## src/bpru_pkg.sv

```systemverilog
// shared types and constants for the pixel replication upscaler
// used by bpru_front, bpru_fifo and the top level; no dependencies
`default_nettype none

package bpru_pkg;

    localparam int PIX_W       = 24;
    localparam int SCALE_W     = 7;
    localparam int SWIDTH_W    = 13;
    localparam int SCALE_LIMIT = 100;
    localparam int PAD_W       = 2;

    localparam int Q_DEPTH = 4;
    localparam int Q_AW    = 2;
    localparam int Q_LW    = 3;

    localparam int CFG_IDX_W = 2;
    localparam logic [CFG_IDX_W-1:0] CFG_SCALE  = 2'd0;
    localparam logic [CFG_IDX_W-1:0] CFG_SWIDTH = 2'd1;

    localparam logic ACT_LOAD = 1'b0;
    localparam logic ACT_PULL = 1'b1;

    typedef struct packed {
        logic             group_end;
        logic [PAD_W-1:0] pad_bytes;
        logic             row_end;
    } t_flags;

    typedef struct packed {
        t_flags           flags;
        logic [PIX_W-1:0] pixel;
    } t_entry;

endpackage

`default_nettype wire

```

## src/bpru_fifo.sv

```systemverilog
// back part: short result queue whose head drives the output stream
// depends on bpru_pkg
`default_nettype none

module bpru_fifo (
    input  wire logic                      i_clk,
    input  wire logic                      i_rst_n,
    input  wire logic                      i_push,
    input  wire bpru_pkg::t_entry          i_entry,
    output logic                           o_valid,
    input  wire logic                      i_ready,
    output bpru_pkg::t_entry               o_entry,
    output logic [bpru_pkg::Q_LW-1:0]      o_level
);

    bpru_pkg::t_entry                r_mem [bpru_pkg::Q_DEPTH];
    logic [bpru_pkg::Q_AW-1:0]       r_wr_ptr, r_rd_ptr;
    logic [bpru_pkg::Q_LW-1:0]       r_count, n_count;
    logic                            pop;

    assign o_valid = (r_count != '0);
    assign pop     = o_valid && i_ready;
    assign o_entry = r_mem[r_rd_ptr];
    assign o_level = r_count;

    always_comb begin
        n_count = r_count;
        if (i_push && !pop) begin
            n_count = r_count + bpru_pkg::Q_LW'(1);
        end else if (!i_push && pop) begin
            n_count = r_count - bpru_pkg::Q_LW'(1);
        end
    end

    always_ff @(posedge i_clk) begin
        if (!i_rst_n) begin
            r_wr_ptr <= '0;
            r_rd_ptr <= '0;
            r_count  <= '0;
        end else begin
            r_count <= n_count;
            if (i_push) begin
                r_wr_ptr <= r_wr_ptr + bpru_pkg::Q_AW'(1);
            end
            if (pop) begin
                r_rd_ptr <= r_rd_ptr + bpru_pkg::Q_AW'(1);
            end
        end
    end

    always_ff @(posedge i_clk) begin
        if (i_push) begin
            r_mem[r_wr_ptr] <= i_entry;
        end
    end

endmodule

`default_nettype wire

```

## config.mk

```make
export PLATFORM = sky130hd
export DESIGN_NAME = bpru_fifo
export DESIGN_NICKNAME = d
export VERILOG_FILES = /design/src/bpru_pkg.sv /design/src/bpru_fifo.sv
export SDC_FILE = /design/constraint.sdc
export NUM_CORES = 1
export LEC_CHECK = 0
export BUFFER_PORTS_ARGS = -buffer_cell sky130_fd_sc_hd__buf_2
export CAP_MARGIN = 10
export CORE_MARGIN = 3
export CORE_UTILIZATION = 47
export DETAILED_ROUTE_END_ITERATION = 8
export HOLD_SLACK_MARGIN = 0.15
export PLACE_DENSITY = 0.7
export SETUP_SLACK_MARGIN = 0.5
export SYNTH_ARGS = -nofsm -noshare
export SYNTH_HDL_FRONTEND = slang
export SYNTH_SLANG_ARGS = --single-unit
```

## constraint.sdc

```tcl
create_clock -name i_clk -period 2.35 [get_ports i_clk]
set_input_delay 0.235 -clock i_clk [delete_from_list [all_inputs] [get_ports i_clk]]
set_output_delay 0.235 -clock i_clk [all_outputs]
set_load 0.05 [all_outputs]
```

==> results of run 1 <==
final cells by class:
class,count,area (um^2)
repair buffers,111,1060
flip-flops and latches,121,3560
clock inverters,15,130
well taps,129,161
multi-input cells,58,923
inverters,3,11.3
clock buffers,17,414
fillers,613,3070
flip-flops by register name, summed over array words and instances (netlist names), named ones only:
register and cells:
o_level 3, r_mem 112, r_rd_ptr 2, r_wr_ptr 2
report_power, final:
group	internal, uW	switching (uW)
registers	2510	73.1
logic	1200	1410
clock network	1400	906
total	5110	2390
worst min-delay path, cell delays in order:
cell,delay [ns]
buf_2,0.13
o311ai_2,0.08
xnor2_1,0.06
and2_1,0.15
path summary, 6_finish.rpt:
check	start	to	slack, ns	cells after the start
worst max register to register	o_level[1]	o_level[2]	0.47	7
worst min register to register	o_level[2]	o_level[2]	0.55	2
worst max-delay path	flip-flop	o_entry[14]	0.30	4
worst min-delay path	i_ready	r_rd_ptr[1]	0.20	4
logic make-up (layout without fill, tap and decap cells):
kind of cell,Yosys count,after routing
and+or+nand+nor,13,13
buffers and inverters,9,146
xor gates and xnor gates,5,5
DFF,121,121
muxes,30,30
AOI/OAI and AO/OA,4,4
adders and majority gates,6,6
metal layers:
metal / GRT usage [%] / part of all wire [%] / vias to the layer above
li1: - / - / 1034
met1: 20.6 / 44 / 1180
met2: 26.3 / 53 / 57
met3: 5.34 / 3.6 / 2
met4: 4.84 / 0.31 / 0
met5: 0 / 0 / -
cell usage in the layout, fill, tap and decap left out, types with 5 or more instances in the layout:
| master | n |
|---|---|
| buf_4 | 8 |
| buf_6 | 29 |
| clkbuf_16 | 17 |
| buf_2 | 34 |
| edfxtp_1 | 112 |
| mux4_2 | 28 |
| dfxtp_1 | 5 |
| dlygate4sd3_1 | 31 |
| clkinvlp_4 | 5 |
| and2_1 | 5 |
stage by stage:
stage	power, uW	instances
after floorplan	4190	188
after global placement	4500	380
after detailed placement	4520	380
after CTS	7420	450
after global routing	7800	454
final	7500	454
what timing repair did:
action	CTS	global route
buffers inserted	5	3
pin swaps	2	1
endpoints found under the setup margin	29	30
cloned	2	1
hold buffers	31	0
gates resized for setup	70	11
endpoints found under the hold margin	121	0
==> reports/results.tsv, run 1 <==
stage	metric	value	unit
floorplan	Initial Utilization	48.9	%
synthesis	largest family of logic cells by synthesized area	multiplexers	
setup_path	CP max stage delay	0.54	ns
sta	setup ws final	0.305	ns
cells_and_area	Ant. Diodes	0	
grt	first-pass GRT wire length	13100	um
floorplan	core area	0.00933	mm^2
synthesis	Netlist Area Pre-Place	0.00456	mm^2
synthesis	Seq/Total Area, Yosys	77.7	%
cts	clock buffer depth	2	
synthesis	Seq cells post-synth	121	
setup_path	worst path buffer plus inverter count	3	
run_status	status	completed	
grt	largest net degree at the start of global routing	29	
sta	RSZ-0062 raised after global routing	true	
setup_path	CP most frequent cell	buf_12	
placed_design	Post-DP Area	0.00505	mm^2
synthesis	Net Count, Synth	226	
setup_path	crit path max fanout	5	
grt	vias in the first global route	2470	
synthesis	share of the synthesized area in the top cell type	73.8	%
cts	Num Clock Sinks	121	
sta	Slew Limit Fails	0	
setup_path	family with the most delay on the worst path	multiplexers	
sta	Slew @ Worst Pin	0.766	ns
sta	setup violators final	0	
cells_and_area	Nets	350	
setup_path	Critical Path End Type	output port	
floorplan	chip width	104	um
synthesis	Async SR Flop Fraction	0	%
setup_path	Critical Path AT	1.81	ns
routing	ANT nets after route	0	
grt	initial antenna violation count	0	
setup_path	Worst setup SP type	flip-flop	
setup_path	worst-path cell chain	buf_12, buf_12, mux4_2, buf_6	
sta	clock skew	0.00675	ns
cells_and_area	layout cells sized above 1	46.8	%
synthesis	Synth Area in Compound Gates	1.10	%
floorplan	Die ar.	0.0109	mm^2
floorplan	Die H	104	um
cts	CTS tree	built	
routing	DRC Markers	0	
routing	mean routed wirelength per cell	18.3	um
placed_design	port bufs	63	
setup_path	crit path kind	flip-flop to output port	
pwr	PD cells	1200	mW/mm^2
pwr	Static Leak	0.00220	uW
sta	setup TNS	0	ns
synthesis	number of synthesized flops with an enable pin	112	
sta	Min Clock Period, post-route	2.05	ns
flow_run	max-cap viol count	0	
placed_design	DP Worst Slack	0.414	ns
setup_path	Critical Path Slowest Stage Cell	mux4_2	
synthesis	Post-synth top cells	edfxtp_1, mux4_2, and2_1, dfxtp_1, mux4_1	
grt	GRT overflow	0	
sta	final hold slack	0.202	ns
worst_hold_path	HP Class	primary input to flip-flop	
cts	clock root buffer	clkbuf_8	
setup_path	CP Data Required Time	2.12	ns
placed_design	Routability Congestion	0.646	
floorplan	# IOs	64	
sta	Worst slew margin	48.9	%
synthesis	Yosys top cell by area	edfxtp_1	
pwr	Worst VDD drop	0.000749	V
cells_and_area	Area Overhead vs Synth	37.2	%
routing	vias	2273	
cts	Inserted Clock Buffers	17	
synthesis	Adder-Cell Fraction of Synth Area	1.81	%
routing	TritonRoute pass-1 iters	4	
routing	DRC violation total after the first TritonRoute iteration	75	
synthesis	top-count cell post-synth	edfxtp_1	
sta	Fmax	489	MHz
synthesis	Synth Flop Type	edfxtp_1	
floorplan	row cnt	35	
synthesis	Post-Synth XOR/XNOR Area	0.960	%
synthesis	YS warnings	0	
grt	global-route usage over all layers	16.1	%
synthesis	Synth Area in Simple Gates	1.78	%
cells_and_area	Final Cell Area	0.00626	mm^2
routing	routed wire length	8290	um
cts	Clock transition at path regs	0.06	ns
synthesis	Synth Instances	188	
synthesis	Syn Area/Cell	24.3	um^2
sta	final hold violations	0	
cts	H-tree depth	4	
sta	Final period util	87.0	%
synthesis	Synth area leaders	edfxtp_1, mux4_2, mux4_1, dfxtp_1, ha_1	
cts	clock latency on the worst-skew pair	0.49	ns
routing	Via density	5.01	
placed_design	dpl hpwl	4380	um
synthesis	post-synthesis mux area share	14.9	%
cells_and_area	post-layout util	67.1	%
synthesis	Netlist cell types	20	
Power figures use the tool's default switching activity.
==> run 2, diff against run 1 <==
--- a/config.mk
+++ b/config.mk
@@ -7,11 +7,13 @@
 export LEC_CHECK = 0
 export BUFFER_PORTS_ARGS = -buffer_cell sky130_fd_sc_hd__buf_2
 export CAP_MARGIN = 10
+export CORE_ASPECT_RATIO = 0.5
 export CORE_MARGIN = 3
 export CORE_UTILIZATION = 47
+export CTS_BUF_LIST = sky130_fd_sc_hd__clkbuf_8
 export DETAILED_ROUTE_END_ITERATION = 8
 export HOLD_SLACK_MARGIN = 0.15
-export PLACE_DENSITY = 0.7
+export PLACE_DENSITY = 0.72
 export SETUP_SLACK_MARGIN = 0.5
 export SYNTH_ARGS = -nofsm -noshare
 export SYNTH_HDL_FRONTEND = slang
==> run 2 against run 1 <==
  * Non-clock buffer count fell by 2
  * Sequential power increased by 2%
  * Cell count is 1.1% lower
  * Flip-flop and latch count did not move
  * Clock power down 40%
==> reports/results.tsv, run 2 (synthesized netlist as in run 1, its figures left out) <==
stage	metric	value	unit
sta	final hold violations	0	
cts	H-tree depth	4	
sta	Min Clock Period, post-route	1.99	ns
sta	Slew Limit Fails	0	
sta	Fmax	502	MHz
pwr	Static Leak	0.00208	uW
routing	top sig layer	met4	
grt	first-pass GRT wire length	13200	um
cells_and_area	Cell Count, Final, Fillers Out	449	
setup_path	Critical Path AT	1.76	ns
setup_path	CP Data Required Time	2.12	ns
placed_design	Placed Cells	382	
routing	Via density	5.06	
placed_design	dpl hpwl	4840	um
routing	routed wire length	8790	um
sta	final hold slack	0.218	ns
cells_and_area	number of flip-flops in the largest register	112	
sta	setup violators final	0	
placed_design	port bufs	63	
grt	vias in the first global route	2447	
routing	mean routed wirelength per cell	19.6	um
cts	Clock transition at path regs	0.06	ns
placed_design	Routability Congestion	0.688	
sta	setup TNS	0	ns
floorplan	row cnt	24	
placed_design	Post-DP Area	0.00508	mm^2
grt	initial antenna violation count	0	
cts	clock latency on the worst-skew pair	0.41	ns
cells_and_area	Area Overhead vs Synth	30.2	%
flow_run	max-cap viol count	0	
cells_and_area	Ant. Diodes	0	
cts	Num Clock Sinks	121	
cts	clock root buffer	clkbuf_8	
floorplan	Die ar.	0.0110	mm^2
cells_and_area	commonest cells after routing, fill and taps aside	edfxtp_1, buf_2, dlygate4sd3_1, buf_6, mux4_2	
cells_and_area	most common cell after layout, fill and taps aside	edfxtp_1	
routing	metal3 WL	444	um
pwr	PnR Total Power	6470	uW
sta	Slew @ Worst Pin	0.513	ns
pwr	PD cells	1090	mW/mm^2
worst_hold_path	HP Class	primary input to flip-flop	
pwr	Worst VDD drop	0.000872	V
setup_path	crit path kind	flip-flop to output port	
sta	Final period util	84.8	%
cts	Inserted Clock Buffers	17	
routing	TritonRoute pass-1 iters	5	
floorplan	core area	0.00907	mm^2
grt	largest net degree at the start of global routing	29	
grt	GRT overflow	0	
cells_and_area	layout cells sized above 1	43.3	%
floorplan	chip width	145	um
setup_path	CP max stage delay	0.51	ns
setup_path	worst-path cell chain	clkbuf_16, mux4_2, buf_6	
grt	global-route usage over all layers	16.5	%
routing	DRC violation total after the first TritonRoute iteration	139	
sta	clock skew	0.00771	ns
routing	vias	2271	
cts	CTS tree	built	
floorplan	# IOs	64	
routing	WL met2	4720	um
cells_and_area	Nets	348	
routing	ANT nets after route	0	
floorplan	Initial Utilization	50.3	%
run_status	status	completed	
routing	wl on met1	3550	um
sta	RSZ-0062 raised after global routing	true	
cts	clock buffer depth	2	
cells_and_area	Final Cell Area	0.00594	mm^2
routing	DRC Markers	0	
setup_path	Critical Path Slowest Stage Cell	mux4_2	
floorplan	Die H	75.6	um
setup_path	Worst setup SP type	flip-flop	
setup_path	Critical Path End Type	output port	
sta	Worst slew margin	65.8	%
setup_path	crit path max fanout	6	
cells_and_area	Biggest register	r_mem	
## run 2: cell count changes in the layout (fill, tap and decap cells not counted), moves of 2 or more
| cell | before | now |
|---|---|---|
| clkbuf_16 | 17 | 1 |
| clkbuf_8 | 1 | 17 |
| clkinv_4 | 4 | 0 |
| clkinvlp_4 | 5 | 1 |
| inv_1 | 3 | 7 |
| and2_1 | 5 | 8 |
| and2_2 | 4 | 1 |
| clkinv_1 | 1 | 4 |
| buf_4 | 8 | 10 |
| buf_8 | 2 | 0 |
| dlygate4sd3_1 | 31 | 29 |
## run 2: layout make-up
type / instances / area (um^2)
inverter: 3 / 11.3
tap: 130 / 163
sequential: 121 / 3560
fill: 630 / 3130
timing repair buffer: 109 / 1010
multi-input combinational: 58 / 915
clock buffer: 17 / 234
clock inverter: 11 / 47.5
## run 2: worst paths after layout
path / cells after the start / from / to / slack [ns]
hold / removal: 3 / i_push / r_wr_ptr[1] / 0.22
setup / recovery: 3 / flip-flop / o_entry[26] / 0.36
hold reg to reg: 2 / r_wr_ptr[1] / r_wr_ptr[1] / 0.58
setup reg to reg: 7 / o_level[1] / o_level[2] / 0.39
## run 2: repair_timing
action                                  in CTS  in global routing
pin swaps                                    3                  2
endpoints found under the setup margin      40                 29
hold endpoints to repair                   119                  0
hold buffers                                29                  0
resized for setup                           48                 22
gates cloned                                 2                  1
setup buffers                                5                  2
## run 2: through the flow
stage / utilization [%] / worst slack [ns]
2_1_floorplan: - / 0.470
3_3_place_gp: 56.0 / 0.514
3_5_place_dp: 56.0 / 0.355
6_report: 65.5 / 0.357
5_1_grt: 65.5 / 0.287
4_1_cts: 64.8 / 0.322
## run 2: worst max-delay path: cells and delay by family, from the launching register on
| family | cells | cell delay (ns) |
|---|---|---|
| DFF | 1 | 0.46 |
| buffers and inverters | 2 | 0.38 |
| muxes | 1 | 0.51 |
## run 2: metal layers
layer / vias to the layer above / global-route usage (%)
li1: 1023 / -
met1: 1168 / 19.9
met2: 71 / 29.3
met3: 9 / 5.41
met4: 0 / 5.68
met5: - / 0
## run 2: power breakdown
| part | leakage, uW | switching (uW) | internal [uW] |
|---|---|---|---|
| sequential | 0.00111 | 115 | 2510 |
| combinational | 0.000819 | 1370 | 1090 |
| clock | 0.000158 | 704 | 667 |
| total | 0.00208 | 2190 | 4280 |
